**config.mk**
```make
export PLATFORM = sky130hd
export DESIGN_NAME = ir_manchester_pulse_decoder
export DESIGN_NICKNAME = d
export VERILOG_FILES = /design/src/design/irmpd_pkg.sv /design/src/design/irmpd_front.sv /design/src/design/irmpd_queue.sv /design/src/design/irmpd_back.sv /design/src/design/ir_manchester_pulse_decoder.sv
export SDC_FILE = /design/constraint.sdc
export NUM_CORES = 1
export LEC_CHECK = 0
export BUFFER_PORTS_ARGS = -buffer_cell sky130_fd_sc_hd__buf_2
export CAP_MARGIN = 20
export CORE_MARGIN = 5
export CORE_UTILIZATION = 53
export DETAILED_ROUTE_END_ITERATION = 8
export GPL_ROUTABILITY_DRIVEN = 0
export PLACE_DENSITY = 0.7
export SYNTH_ARGS = -nofsm -noshare
export SYNTH_HDL_FRONTEND = slang
export SYNTH_HIERARCHICAL = 1
export SYNTH_SLANG_ARGS = --single-unit
```
**constraint.sdc**
```tcl
create_clock -name i_clk -period 23.7 [get_ports i_clk]
set_input_delay 4.74 -clock i_clk [delete_from_list [all_inputs] [get_ports i_clk]]
set_output_delay 4.74 -clock i_clk [all_outputs]
set_load 0.02 [all_outputs]
```
**src/design/irmpd_pkg.sv**
```systemverilog
// Shared types and constants of the IR Manchester pulse decoder.
package irmpd_pkg;

    localparam int DURATION_BITS = 15;
    localparam int HBT_W         = 15;
    localparam int TOL_W         = 8;
    localparam int SKIP_W        = 4;
    localparam int CFG_IDX_W     = 2;
    localparam int CFG_DATA_W    = 15;

    localparam int IN_BITS       = 2 + 2 * DURATION_BITS;
    localparam int IN_TDATA_W    = ((IN_BITS + 7) / 8) * 8;
    localparam int OUT_TDATA_W   = 16;

    localparam int QUEUE_DEPTH   = 4;
    localparam int QPTR_W        = $clog2(QUEUE_DEPTH);

    localparam logic [CFG_IDX_W-1:0] CFG_HALF_BIT_TIME   = 2'd0;
    localparam logic [CFG_IDX_W-1:0] CFG_TOLERANCE       = 2'd1;
    localparam logic [CFG_IDX_W-1:0] CFG_START_HALF_BITS = 2'd2;
    localparam logic [CFG_IDX_W-1:0] CFG_DIFF_MODE       = 2'd3;

    localparam logic [HBT_W-1:0]  RST_HALF_BIT_TIME   = 15'd889;
    localparam logic [TOL_W-1:0]  RST_TOLERANCE       = 8'd100;
    localparam logic [SKIP_W-1:0] RST_START_HALF_BITS = 4'd2;

    typedef struct packed {
        logic [HBT_W-1:0]  half_bit_time;
        logic [TOL_W-1:0]  tolerance;
        logic [SKIP_W-1:0] start_half_bits;
        logic              diff_mode;
    } t_cfg;

    // One classified symbol: half-bit counts per half, 0 for an absent second half
    typedef struct packed {
        logic       l0;
        logic [1:0] n0;
        logic       l1;
        logic [1:0] n1;
        logic       fend;
        logic       bad;
    } t_sym;

    typedef struct packed {
        logic [7:0] data_byte;
        logic [3:0] bit_count;
        logic       frame_last;
        logic       error;
    } t_result;

endpackage

```
**src/design/irmpd_front.sv**
```systemverilog
// Front end: accepts pulse symbols and classes each duration by window test.
module irmpd_front import irmpd_pkg::*; (
    input  logic                  i_rst_n,
    input  t_cfg                  i_cfg,
    input  logic                  i_valid,
    output logic                  o_ready,
    input  logic [IN_TDATA_W-1:0] i_data,
    input  logic                  i_last,
    output logic                  o_push,
    output t_sym                  o_sym,
    input  logic                  i_full
);

    // 0 = fits neither window, 1 = single, 2 = double
    function automatic logic [1:0] classify(input logic [DURATION_BITS-1:0] d,
                                            input logic [HBT_W-1:0] t,
                                            input logic [TOL_W-1:0] tol);
        logic [16:0] dx;
        logic [16:0] lo1;
        logic [16:0] hi1;
        logic [16:0] two_t;
        logic [16:0] two_tol;
        logic [16:0] lo2;
        logic [16:0] hi2;
        logic [1:0]  cls;
        dx      = 17'(d);
        hi1     = 17'(t) + 17'(tol);
        lo1     = (17'(t) > 17'(tol)) ? (17'(t) - 17'(tol)) : 17'd0;
        two_t   = {1'b0, t, 1'b0};
        two_tol = {8'd0, tol, 1'b0};
        hi2     = two_t + two_tol;
        lo2     = (two_t > two_tol) ? (two_t - two_tol) : 17'd0;
        if (dx >= lo1 && dx <= hi1) begin
            cls = 2'd1;
        end else if (dx >= lo2 && dx <= hi2) begin
            cls = 2'd2;
        end else begin
            cls = 2'd0;
        end
        return cls;
    endfunction

    logic                     l0;
    logic                     l1;
    logic [DURATION_BITS-1:0] d0;
    logic [DURATION_BITS-1:0] d1;
    logic [1:0]               c0;
    logic [1:0]               c1;
    logic                     absent;

    assign l0 = i_data[0];
    assign d0 = i_data[DURATION_BITS:1];
    assign l1 = i_data[DURATION_BITS+1];
    assign d1 = i_data[2*DURATION_BITS+1:DURATION_BITS+2];

    assign absent = (d1 == '0);
    assign c0 = classify(d0, i_cfg.half_bit_time, i_cfg.tolerance);
    assign c1 = absent ? 2'd0 : classify(d1, i_cfg.half_bit_time, i_cfg.tolerance);

    assign o_ready = i_rst_n && !i_full;
    assign o_push  = i_valid && o_ready;

    always_comb begin
        o_sym.l0   = l0;
        o_sym.n0   = c0;
        o_sym.l1   = l1;
        o_sym.n1   = c1;
        o_sym.fend = i_last;
        o_sym.bad  = (c0 == 2'd0) || (!absent && c1 == 2'd0);
    end

endmodule

```
**src/design/irmpd_queue.sv**
```systemverilog
// Short queue of classified symbols between front end and decoder.
module irmpd_queue import irmpd_pkg::*; (
    input  logic i_clk,
    input  logic i_rst_n,
    input  logic i_push,
    input  t_sym i_sym,
    output logic o_full,
    input  logic i_pop,
    output logic o_valid,
    output t_sym o_sym
);

    t_sym            r_mem [QUEUE_DEPTH];
    logic [QPTR_W-1:0] r_wr_ptr;
    logic [QPTR_W-1:0] r_rd_ptr;
    logic [QPTR_W:0]   r_count;

    assign o_full  = (r_count == (QPTR_W+1)'(QUEUE_DEPTH));
    assign o_valid = (r_count != '0);
    assign o_sym   = r_mem[r_rd_ptr];

    always_ff @(posedge i_clk) begin
        if (!i_rst_n) begin
            r_wr_ptr <= '0;
            r_rd_ptr <= '0;
            r_count  <= '0;
        end else begin
            if (i_push) begin
                r_wr_ptr <= r_wr_ptr + 1'b1;
            end
            if (i_pop) begin
                r_rd_ptr <= r_rd_ptr + 1'b1;
            end
            case ({i_push, i_pop})
                2'b10:   r_count <= r_count + 1'b1;
                2'b01:   r_count <= r_count - 1'b1;
                default: r_count <= r_count;
            endcase
        end
    end

    always_ff @(posedge i_clk) begin
        if (i_push) begin
            r_mem[r_wr_ptr] <= i_sym;
        end
    end

endmodule

```
**src/design/irmpd_back.sv**
```systemverilog
// Back end: expands half-bits, pairs them into bits, packs bytes and drives results.
module irmpd_back import irmpd_pkg::*; (
    input  logic    i_clk,
    input  logic    i_rst_n,
    input  t_cfg    i_cfg,
    input  logic    i_valid,
    input  t_sym    i_sym,
    output logic    o_pop,
    output logic    o_valid,
    input  logic    i_ready,
    output t_result o_result
);

    logic [SKIP_W-1:0] r_skip_left;
    logic              r_half_pending;
    logic              r_pending_level;
    logic [7:0]        r_bit_shift;
    logic [3:0]        r_bits_held;
    logic              r_dropping;
    logic              r_frame_started;

    logic              r_out_valid;
    t_result           r_out;
    logic              r_extra_valid;
    t_result           r_extra;

    logic [SKIP_W-1:0] n_skip_left;
    logic              n_half_pending;
    logic              n_pending_level;
    logic [7:0]        n_bit_shift;
    logic [3:0]        n_bits_held;
    logic              n_dropping;
    logic              n_frame_started;
    t_result           res [2];
    logic [1:0]        nres;

    logic out_free;

    assign out_free = !r_out_valid || i_ready;
    assign o_pop    = i_valid && !r_extra_valid && out_free;
    assign o_valid  = r_out_valid;
    assign o_result = r_out;

    always_comb begin
        logic [2:0] nhalf;
        logic       lvl;
        logic       bit_v;
        n_skip_left     = r_frame_started ? r_skip_left : i_cfg.start_half_bits;
        n_half_pending  = r_half_pending;
        n_pending_level = r_pending_level;
        n_bit_shift     = r_bit_shift;
        n_bits_held     = r_bits_held;
        n_dropping      = r_dropping;
        n_frame_started = 1'b1;
        res[0]          = '0;
        res[1]          = '0;
        nres            = 2'd0;
        nhalf           = {1'b0, i_sym.n0} + {1'b0, i_sym.n1};
        lvl             = 1'b0;
        bit_v           = 1'b0;

        if (r_dropping) begin
            if (i_sym.fend) begin
                n_skip_left     = '0;
                n_half_pending  = 1'b0;
                n_pending_level = 1'b0;
                n_bit_shift     = '0;
                n_bits_held     = '0;
                n_dropping      = 1'b0;
                n_frame_started = 1'b0;
            end
        end else if (i_sym.bad) begin
            res[0]          = '{data_byte: 8'd0, bit_count: 4'd0, frame_last: 1'b1, error: 1'b1};
            nres            = 2'd1;
            n_skip_left     = '0;
            n_half_pending  = 1'b0;
            n_pending_level = 1'b0;
            n_bit_shift     = '0;
            n_bits_held     = '0;
            n_dropping      = !i_sym.fend;
            n_frame_started = !i_sym.fend;
        end else begin
            for (int k = 0; k < 4; k++) begin
                if (3'(k) < nhalf) begin
                    lvl = (3'(k) < {1'b0, i_sym.n0}) ? i_sym.l0 : i_sym.l1;
                    if (n_skip_left != '0) begin
                        n_skip_left = n_skip_left - 1'b1;
                    end else if (!n_half_pending) begin
                        n_pending_level = lvl;
                        n_half_pending  = 1'b1;
                    end else begin
                        bit_v = i_cfg.diff_mode ? (n_pending_level == lvl)
                                                : (!n_pending_level && lvl);
                        n_half_pending = 1'b0;
                        n_bit_shift    = {n_bit_shift[6:0], bit_v};
                        n_bits_held    = n_bits_held + 1'b1;
                        if (n_bits_held == 4'd8) begin
                            res[nres[0]] = '{data_byte: n_bit_shift, bit_count: 4'd8,
                                             frame_last: 1'b0, error: 1'b0};
                            nres         = nres + 1'b1;
                            n_bit_shift  = '0;
                            n_bits_held  = '0;
                        end
                    end
                end
            end

            if (i_sym.fend) begin
                // pair a dangling half-bit with a low level
                if (n_half_pending) begin
                    bit_v          = i_cfg.diff_mode && !n_pending_level;
                    n_half_pending = 1'b0;
                    n_bit_shift    = {n_bit_shift[6:0], bit_v};
                    n_bits_held    = n_bits_held + 1'b1;
                    if (n_bits_held == 4'd8) begin
                        res[nres[0]] = '{data_byte: n_bit_shift, bit_count: 4'd8,
                                         frame_last: 1'b0, error: 1'b0};
                        nres         = nres + 1'b1;
                        n_bit_shift  = '0;
                        n_bits_held  = '0;
                    end
                end
                if (n_bits_held != '0) begin
                    res[nres[0]] = '{data_byte: 8'(n_bit_shift << 3'(4'd8 - n_bits_held)),
                                     bit_count: n_bits_held, frame_last: 1'b1, error: 1'b0};
                    nres         = nres + 1'b1;
                end else if (nres != 2'd0) begin
                    res[nres[0] ^ 1'b1].frame_last = 1'b1;
                end else begin
                    res[0] = '{data_byte: 8'd0, bit_count: 4'd0, frame_last: 1'b1, error: 1'b0};
                    nres   = 2'd1;
                end
                n_skip_left     = '0;
                n_pending_level = 1'b0;
                n_bit_shift     = '0;
                n_bits_held     = '0;
                n_dropping      = 1'b0;
                n_frame_started = 1'b0;
            end
        end
    end

    always_ff @(posedge i_clk) begin
        if (!i_rst_n) begin
            r_skip_left     <= '0;
            r_half_pending  <= 1'b0;
            r_pending_level <= 1'b0;
            r_bit_shift     <= '0;
            r_bits_held     <= '0;
            r_dropping      <= 1'b0;
            r_frame_started <= 1'b0;
            r_out_valid     <= 1'b0;
            r_extra_valid   <= 1'b0;
        end else begin
            if (o_pop) begin
                r_skip_left     <= n_skip_left;
                r_half_pending  <= n_half_pending;
                r_pending_level <= n_pending_level;
                r_bit_shift     <= n_bit_shift;
                r_bits_held     <= n_bits_held;
                r_dropping      <= n_dropping;
                r_frame_started <= n_frame_started;
                r_out_valid     <= (nres != 2'd0);
                r_extra_valid   <= (nres == 2'd2);
            end else if (out_free) begin
                // advance the held second result into the output register
                r_out_valid   <= r_extra_valid;
                r_extra_valid <= 1'b0;
            end
        end
    end

    always_ff @(posedge i_clk) begin
        if (o_pop) begin
            r_out   <= res[0];
            r_extra <= res[1];
        end else if (out_free && r_extra_valid) begin
            r_out <= r_extra;
        end
    end

endmodule

```
**src/design/ir_manchester_pulse_decoder.sv**
```systemverilog
// Top level of the IR Manchester pulse decoder: configuration registers and wiring.
//
// Usage:
//   s_axis takes one captured pulse symbol per transaction: two level/duration
//   halves in tdata and the frame's last symbol marked by tlast. m_axis returns
//   decoded bytes, MSB first, with the valid bit count; tlast marks the frame's
//   final result and tuser flags a duration that fit neither window (frame
//   aborted, later symbols up to the frame end give nothing).
//   The configuration channel writes half_bit_time (0), tolerance (1),
//   start_half_bits (2) and diff_mode (3); always ready, use only while idle.
// Timing:
//   A symbol is written into the queue when it is accepted; the decoder works on
//   the queue head and registers its first result for m_axis when it pops it.
//   While m_axis is ready, one symbol per cycle is sustained; a symbol that
//   yields two results (a full byte plus the frame-end flush) holds the
//   decoder while the second result moves to the output register.
// Reset and stall:
//   Reset restores the default registers and clears decode state and queue.
//   When m_axis stalls, results hold; the four-entry symbol queue fills and
//   then s_axis_tready drops.
module ir_manchester_pulse_decoder import irmpd_pkg::*; (
    input  logic                   i_clk,
    input  logic                   i_rst_n,

    input  logic                   i_s_axis_tvalid,
    output logic                   o_s_axis_tready,
    // [0] first_level, [15:1] first_duration, [16] second_level,
    // [31:17] second_duration
    input  logic [IN_TDATA_W-1:0]  i_s_axis_tdata,
    input  logic                   i_s_axis_tlast,

    output logic                   o_m_axis_tvalid,
    input  logic                   i_m_axis_tready,
    // [7:0] data_byte, [11:8] bit_count, [15:12] zero
    output logic [OUT_TDATA_W-1:0] o_m_axis_tdata,
    output logic                   o_m_axis_tlast,
    // [0] error
    output logic                   o_m_axis_tuser,

    input  logic                   i_cfg_valid,
    output logic                   o_cfg_ready,
    input  logic [CFG_IDX_W-1:0]   i_cfg_index,
    input  logic [CFG_DATA_W-1:0]  i_cfg_data
);

    t_cfg    r_cfg;
    t_sym    front_sym;
    t_sym    queue_sym;
    logic    front_push;
    logic    queue_full;
    logic    queue_valid;
    logic    back_pop;
    t_result back_result;

    assign o_cfg_ready = 1'b1;

    always_ff @(posedge i_clk) begin
        if (!i_rst_n) begin
            r_cfg.half_bit_time   <= RST_HALF_BIT_TIME;
            r_cfg.tolerance       <= RST_TOLERANCE;
            r_cfg.start_half_bits <= RST_START_HALF_BITS;
            r_cfg.diff_mode       <= 1'b0;
        end else if (i_cfg_valid) begin
            unique case (i_cfg_index)
                CFG_HALF_BIT_TIME:   r_cfg.half_bit_time   <= i_cfg_data[HBT_W-1:0];
                CFG_TOLERANCE:       r_cfg.tolerance       <= i_cfg_data[TOL_W-1:0];
                CFG_START_HALF_BITS: r_cfg.start_half_bits <= i_cfg_data[SKIP_W-1:0];
                CFG_DIFF_MODE:       r_cfg.diff_mode       <= i_cfg_data[0];
                default:             r_cfg                 <= r_cfg;
            endcase
        end
    end

    irmpd_front u_front (
        .i_rst_n (i_rst_n),
        .i_cfg   (r_cfg),
        .i_valid (i_s_axis_tvalid),
        .o_ready (o_s_axis_tready),
        .i_data  (i_s_axis_tdata),
        .i_last  (i_s_axis_tlast),
        .o_push  (front_push),
        .o_sym   (front_sym),
        .i_full  (queue_full)
    );

    irmpd_queue u_queue (
        .i_clk   (i_clk),
        .i_rst_n (i_rst_n),
        .i_push  (front_push),
        .i_sym   (front_sym),
        .o_full  (queue_full),
        .i_pop   (back_pop),
        .o_valid (queue_valid),
        .o_sym   (queue_sym)
    );

    irmpd_back u_back (
        .i_clk    (i_clk),
        .i_rst_n  (i_rst_n),
        .i_cfg    (r_cfg),
        .i_valid  (queue_valid),
        .i_sym    (queue_sym),
        .o_pop    (back_pop),
        .o_valid  (o_m_axis_tvalid),
        .i_ready  (i_m_axis_tready),
        .o_result (back_result)
    );

    assign o_m_axis_tdata = {4'd0, back_result.bit_count, back_result.data_byte};
    assign o_m_axis_tlast = back_result.frame_last;
    assign o_m_axis_tuser = back_result.error;

endmodule
```
==> flow_summary.json, run 1 <==
{
  "report.final.slew_viol_count": 0,
  "final_cell_count_no_fill": 1777,
  "antenna-diode-count": 0,
  "avgViaCountPerCell": 6.34,
  "syn-cell-area_um2": 12400,
  "die_w_um": 163,
  "timing.max_slew.rel_slack_pct": 32.3,
  "whs_endpoint": "u_back/r_pending_level",
  "first_pass_iters": 6,
  "synthTopCellsByArea": "sky130_fd_sc_hd__ha_1 (16%), sky130_fd_sc_hd__edfxtp_1 (14%), sky130_fd_sc_hd__dfxtp_1 (9.5%), sky130_fd_sc_hd__nand2_1 (4.3%), sky130_fd_sc_hd__a21oi_1 (3.3%)",
  "min_path_cells": 2,
  "clock_skew_ns": 0.00929,
  "fmax_mhz": 95.1,
  "mostFrequentLayoutCells": "sky130_fd_sc_hd__ha_1 (160), sky130_fd_sc_hd__nand2_1 (142), sky130_fd_sc_hd__nor2_1 (90)",
  "ys_ff_latch": 118,
  "overflow": 0,
  "share_comb_of_total_power_pct": 73.6,
  "worstReg2RegEnd": "u_back/o_result[8]",
  "synth-seq-area-share_pct": 23.7,
  "p_seq_share_pct": 14.1,
  "pin_count_of_the_biggest_net_entering_global_routing": 52,
  "hold_slack_ns": 0.460,
  "cts-buffers-inserted": 17,
  "placementRows": 56,
  "clock_insertion_delay_worst_skew_ns": 0.42,
  "worst-slew-pin-transition_ns": 1.01,
  "grt_antenna_before_repair": 0,
  "via_count": 11300,
  "ys_async_sr_fraction_pct": 0,
  "finalSetupTns_ns": 0,
  "ant_nets": 0,
  "core_area_um2": 23300,
  "placed_cell_area_um2": 12900,
  "min_delay_src": "u_back/r_pending_level",
  "synth.avg_cell_area_um2": 8.82,
  "timing.critical_path.max_delay_family": "buffers and inverters",
  "cts_clock_pin_slew_for_the_worst_setup_and_hold_paths_ns": 0.06,
  "finalHoldViolCount": 0,
  "setup_repair_after_global_routing_missed_its_margin": "no",
  "globalRouteTotalUtil_pct": 25.2,
  "nFillCells": 2072,
  "ys_dominant_reg_cell": "sky130_fd_sc_hd__edfxtp_1",
  "net-switching-power_mw": 1.14,
  "crit_top_cell": "sky130_fd_sc_hd__buf_2",
  "residual_drc_count": 0,
  "layout.cell_area.non_filler_um2": 13500,
  "power.density_nw_per_um2": 156,
  "report.final.setup_viol": 0,
  "outcome": "finished, final reports clean",
  "max-clock-path-buffers": 2,
  "synth.top_cell.area_share_pct": 16.1,
  "reg2reg_slack_ns": 13.37,
  "cts_tree": "yes",
  "layout.core_utilization_pct": 57.9,
  "ys_warn_count": 6,
  "final_common_cell": "sky130_fd_sc_hd__ha_1",
  "crit_path_max_incr_delay_ns": 0.61,
  "post-dp-hpwl_mm": 26.5,
  "holdBufCountCts": 0,
  "die_area_um2": 26700,
  "global_route.peak_usage_layer": "met2",
  "leakagePower_nw": 5.45,
  "cell_internal_pwr_mw": 0.970,
  "worstRegToRegCells": 35,
  "detail_route.wirelength_mm": 33.9,
  "crit_path_cell_trace": "buf_2 > nor2b_1 > buf_2",
  "synth_area_leader_cell": "sky130_fd_sc_hd__ha_1",
  "floorplan.io_pins": 76,
  "critical_path.slowest_cell": "sky130_fd_sc_hd__buf_2",
  "post_synth_num_cell_types": 121,
  "netlist_instances": 1412,
  "layout_worst_path_cycle_share_pct": 44.4,
  "share_of_layout_cells_above_drive_strength_1_pct": 14.1,
  "gr-usage-met3_pct": 4.26,
  "grt_util_met1_pct": 36.8,
  "maxCapViolCount": 0,
  "place_inst": 1745,
  "grt_use_met2_pct": 39.2,
  "drtIter0Drc": 1061,
  "syn_to_final_growth_pct": 8.51,
  "endpoint_kind": "output port",
  "share_clk_of_total_power_pct": 12.3,
  "finalNetCount": 1664,
  "worst_ir_drop_vdd_mv": 0.210,
  "timing.critical_path.required_ns": 18.96,
  "root_buffer": "sky130_fd_sc_hd__clkbuf_16",
  "arrival_ns": 5.77,
  "tritoncts_num_sinks": 118,
  "post_cts_resize_count": 0,
  "post-route-min-period_ns": 10.51,
  "place_worst_setup_slack_ns": 13.18,
  "die_y_um": 163,
  "initial_utilization_pct": 53.4,
  "h-tree-depth": 4,
  "setup.worst_path.class": "input port to output port",
  "detail_route.wl_per_cell_um": 19.1,
  "global_route_wire_length_before_repair_mm": 54.4,
  "worstPathMaxFanout": 51,
  "number_of_flops_mapped_to_enable_cells_by_yosys": 59,
  "power_switching_share_pct": 54.0,
  "timing.critical_path.from_type": "input port",
  "port_buffers": 70,
  "post-cts-setup-buffers": 0,
  "min-delay-path-class": "flop to flop",
  "vias_in_the_first_global_route": 10500,
  "timing.final.ws_setup_ns": 13.19,
  "critical_path_buf_inv_count": 2,
  "p_total_mw": 2.11
}
## routing by layer
metal  part of all wire [%]  wire length, µm
met3                    7.9             2670
met1                     46            15700
met4                    1.4              485
met2                     44            15100
met5                      0                0
## cells in the mapped netlist, types with 17 or more instances
library cell,count
sky130_fd_sc_hd__o31ai_1,17
sky130_fd_sc_hd__a21o_1,18
sky130_fd_sc_hd__o21ai_0,56
sky130_fd_sc_hd__nand4_1,20
sky130_fd_sc_hd__a21oi_1,81
sky130_fd_sc_hd__xor2_1,21
sky130_fd_sc_hd__xnor2_1,25
sky130_fd_sc_hd__nor2b_1,27
sky130_fd_sc_hd__clkbuf_1,33
sky130_fd_sc_hd__nand3_1,38
sky130_fd_sc_hd__edfxtp_1,59
sky130_fd_sc_hd__mux2i_1,38
sky130_fd_sc_hd__dfxtp_1,59
sky130_fd_sc_hd__o22ai_1,19
sky130_fd_sc_hd__inv_1,68
sky130_fd_sc_hd__o211ai_1,20
sky130_fd_sc_hd__nor3_1,31
sky130_fd_sc_hd__ha_1,160
sky130_fd_sc_hd__nor2_1,90
sky130_fd_sc_hd__nand2_1,142
sky130_fd_sc_hd__a22oi_1,23
## area by class of cell
type	instances	area (µm²)	area share, %
flip-flops and latches	118	2950	21.9
well taps	319	399	2.95
repair buffers	77	403	2.98
clock inverters	15	169	1.25
inverters	70	265	1.96
multi-input cells	1161	8890	65.8
clock buffers	17	425	3.15
## worst max-delay path by stage
| stage | start | end | slack (ns) | depth (start not counted) |
|---|---|---|---|---|
| 3_3_place_gp | i_rst_n | o_s_axis_tready | 13.22 | 3 |
| 5_1_grt | flop | u_back/o_result[1] | 12.65 | 35 |
| 4_1_cts | i_rst_n | o_s_axis_tready | 13.18 | 3 |
| 3_5_place_dp | i_rst_n | o_s_axis_tready | 13.18 | 3 |
| 6_report | i_rst_n | o_s_axis_tready | 13.19 | 3 |
| 2_1_floorplan | i_rst_n | o_s_axis_tready | 13.87 | 1 |
## logic make-up (layout without fill, tap and decap cells)
group           after synthesis  after routing  synth area share [%]
simple gates                468            468                  20.1
compound gates              402            402                  23.0
fa+ha+maj                   164            164                  16.7
buf+inv                     136            179                  5.01
flops                       118            118                  23.7
mux                          68             68                  6.85
xor+xnor                     54             54                  4.55
other cells                   2              5                0.0603
## state kept, by name (all words and copies together), names as in the netlist, 2 cells and up, named ones only
register	flops
r_cfg	28
u_back/r_bits_held	4
u_queue/r_count	3
u_queue/r_mem	32
u_queue/r_rd_ptr	2
u_back/r_skip_left	4
u_back/r_extra	13
u_back/o_result	14
u_queue/r_wr_ptr	2
u_back/r_bit_shift	8
## worst register-to-register path: cells and delay by family (launching register included)
family | cells | cell delay [ns]
compound gates | 9 | 2.46
xor+xnor | 2 | 0.52
fa+ha+maj | 7 | 1.74
buf+inv | 6 | 0.56
flops | 1 | 0.66
mux | 2 | 1.00
simple gates | 9 | 3.15
## power groups by stage
stage	Sequential (mW)	Clock, mW	Combinational, mW
2_1_floorplan	0.305	0	1.20
3_3_place_gp	0.301	0	1.49
3_5_place_dp	0.301	0	1.51
4_1_cts	0.298	0.263	1.52
5_1_grt	0.302	0.272	1.69
6_report	0.297	0.259	1.55
Power figures use the tool's default switching activity.
==> inputs of run 2 (changes only) <==
--- a/config.mk
+++ b/config.mk
@@ -5,6 +5,7 @@
 export SDC_FILE = /design/constraint.sdc
 export NUM_CORES = 1
 export LEC_CHECK = 0
+export ABC_AREA = 1
 export BUFFER_PORTS_ARGS = -buffer_cell sky130_fd_sc_hd__buf_2
 export CAP_MARGIN = 20
 export CORE_MARGIN = 5
==> constraint.sdc (replaced) <==
create_clock -name i_clk -period 10.5 [get_ports i_clk]
set_input_delay 2.1 -clock i_clk [delete_from_list [all_inputs] [get_ports i_clk]]
set_output_delay 2.1 -clock i_clk [all_outputs]
set_load 0.02 [all_outputs]
==> run 2 against run 1 <==
- critical path type is now flop to flop
- non-clock buffer count shrank 3
- core utilization grew 0.094 points
- flip-flop and latch count is the same
- global-route usage shrank 0.32 points
- sequential share of layout area shrank 0.86 points
==> flow_summary.json, run 2 <==
{
  "core_area_um2": 24200,
  "syn-cell-area_um2": 13000,
  "outcome": "finished, final reports clean",
  "placementRows": 57,
  "post_synth_num_cell_types": 63,
  "ys_warn_count": 6,
  "report.final.setup_viol": 0,
  "flip_flop_count_of_the_largest_register_after_layout": 32,
  "globalRouteTotalUtil_pct": 24.9,
  "layout_worst_path_cycle_share_pct": 69.9,
  "number_of_flops_mapped_to_enable_cells_by_yosys": 59,
  "via_count": 12900,
  "die_y_um": 167,
  "mostFrequentLayoutCells": "sky130_fd_sc_hd__nand2_1 (582), sky130_fd_sc_hd__inv_1 (212), sky130_fd_sc_hd__nor2_1 (183)",
  "ys_dominant_reg_cell": "sky130_fd_sc_hd__edfxtp_1",
  "min-delay-path-class": "flop to flop",
  "detail_route.wirelength_mm": 35.8,
  "clock_skew_ns": 0.0129,
  "share_of_layout_cells_above_drive_strength_1_pct": 12.3,
  "crit_path_max_incr_delay_ns": 0.54,
  "h-tree-depth": 4,
  "critical_path.slowest_cell": "sky130_fd_sc_hd__fa_1",
  "setup_repair_after_global_routing_missed_its_margin": "no",
  "drtIter0Drc": 1159,
  "endpoint_kind": "flop",
  "nFillCells": 2415,
  "synth_area_leader_cell": "sky130_fd_sc_hd__nand2_1",
  "global_route_wire_length_before_repair_mm": 57.6,
  "ant_nets": 0,
  "synth.top_cell.area_share_pct": 16.8,
  "vias_in_the_first_global_route": 11700,
  "initial_utilization_pct": 53.7,
  "post_cts_resize_count": 0,
  "root_buffer": "sky130_fd_sc_hd__clkbuf_16",
  "worstPathMaxFanout": 17,
  "report.final.slew_viol_count": 0,
  "crit_top_cell": "sky130_fd_sc_hd__nand2_1",
  "arrival_ns": 7.52,
  "fmax_mhz": 136,
  "post-route-min-period_ns": 7.34,
  "die_w_um": 167,
  "avgViaCountPerCell": 5.55,
  "post-synth-top-count-cell": "sky130_fd_sc_hd__nand2_1",
  "maxCapViolCount": 0,
  "cts-buffers-inserted": 17,
  "setup.worst_path.class": "flop to flop",
  "floorplan.io_pins": 76,
  "worst-slew-pin-transition_ns": 1.06,
  "first_pass_iters": 7,
  "residual_drc_count": 0,
  "post-dp-hpwl_mm": 28.5,
  "cts_clock_pin_slew_for_the_worst_setup_and_hold_paths_ns": 0.06,
  "finalNetCount": 2213,
  "ys_top_cells_by_count": "sky130_fd_sc_hd__nand2_1 (582), sky130_fd_sc_hd__inv_1 (212), sky130_fd_sc_hd__nor2_1 (183), sky130_fd_sc_hd__nand3_1 (181), sky130_fd_sc_hd__ha_1 (160)",
  "synth.avg_cell_area_um2": 6.68,
  "timing.max_slew.rel_slack_pct": 28.4,
  "top_register": "u_queue/r_mem",
  "antenna-diode-count": 0,
  "ys_async_sr_fraction_pct": 0,
  "pin_count_of_the_biggest_net_entering_global_routing": 40,
  "max-clock-path-buffers": 2,
  "synthTopCellsByArea": "sky130_fd_sc_hd__nand2_1 (17%), sky130_fd_sc_hd__ha_1 (15%), sky130_fd_sc_hd__edfxtp_1 (14%), sky130_fd_sc_hd__dfxtp_1 (9.1%), sky130_fd_sc_hd__nand3_1 (7.0%)",
  "tritoncts_num_sinks": 118,
  "finalSetupTns_ns": 0,
  "finalHoldViolCount": 0,
  "syn_to_final_growth_pct": 8.04,
  "timing.critical_path.from_type": "flop",
  "ys_ff_latch": 118,
  "cts_tree": "yes",
  "final_common_cell": "sky130_fd_sc_hd__nand2_1",
  "holdBufCountCts": 0,
  "grt_antenna_before_repair": 0,
  "port_buffers": 70,
  "timing.critical_path.required_ns": 10.68,
  "die_area_um2": 27800,
  "detail_route.wl_per_cell_um": 15.4,
  "netlist_instances": 1949,
  "overflow": 0,
  "post-cts-setup-buffers": 0,
  "clock_insertion_delay_worst_skew_ns": 0.43,
  "synth-seq-area-share_pct": 22.7
}
-- run 2: cell types whose count changed after synthesis, moves of 21 or more --
cell / before / now
sky130_fd_sc_hd__nand2_1: 142 / 582
sky130_fd_sc_hd__inv_1: 68 / 212
sky130_fd_sc_hd__nand3_1: 38 / 181
sky130_fd_sc_hd__nor2_1: 90 / 183
sky130_fd_sc_hd__mux2i_1: 38 / 2
sky130_fd_sc_hd__nand2_2: 0 / 30
sky130_fd_sc_hd__nor2b_1: 27 / 0
sky130_fd_sc_hd__xnor2_1: 25 / 1
sky130_fd_sc_hd__clkbuf_1: 33 / 11
sky130_fd_sc_hd__inv_2: 1 / 22
-- run 2: kinds of logic after synthesis --
family / after synthesis / share of synthesized area [%]
fa+ha+maj: 164 / 16.0
simple gates: 1100 / 38.6
flops: 118 / 22.7
compound gates: 256 / 11.5
other cells: 2 / 0.0577
mux: 3 / 0.240
buf+inv: 292 / 9.93
xor+xnor: 14 / 0.942
-- run 2: worst paths after layout --
path | startpoint | to | slack, ns | cells past startpoint
max | flop | u_back/o_result[9] | 3.16 | 42
min | u_queue/r_rd_ptr[1] | u_queue/r_rd_ptr[1] | 0.45 | 1
min reg2reg | u_queue/r_rd_ptr[1] | u_queue/r_rd_ptr[1] | 0.45 | 1
max reg2reg | flop | u_back/o_result[9] | 3.16 | 42
-- run 2: layer usage --
metal	routed length (µm)	global-route usage, %	up-vias
met4	844	6.51	0
met3	2170	3.11	72
met2	16800	42.0	399
met5	0	0	-
li1	-	-	6512
met1	16000	33.8	5947
-- run 2: layout make-up --
class	count	area, µm²	share of cell area, %
Clock buffer	23	554	3.94
Sequential cell	118	2950	21.0
Clock inverter	9	71.3	0.507
Multi-Input combinational cell	1542	8780	62.4
Inverter	241	912	6.49
Tap cell	324	405	2.88
Timing Repair Buffer	74	384	2.73
-- run 2: stage by stage --
step	hold slack, ns	setup slack [ns]	cell area [µm²]	instances	utilization (%)
global route	0.470	2.35	14100	2331	58.0
floorplan	0.412	4.33	13000	1952	-
CTS	0.452	3.19	14100	2330	58.0
finish	0.453	3.16	14100	2331	58.0
detailed placement	0.439	3.19	13400	2298	55.4
global placement	0.429	3.52	13400	2296	55.3
-- run 2: critical path: cells and delay by family (launching register included) --
family                     cells  cell delay, ns
and+or+nand+nor               26            3.09
xor gates and xnor gates       1            0.29
adders and majority gates      7            1.83
AOI/OAI and AO/OA              2            0.43
buffers and inverters          6            0.96
DFF                            1            0.45
Power of run 2 is left out: the tool's default activity adds up to more than one toggle a clock period on the data nets, which glitch-free logic cannot reach.
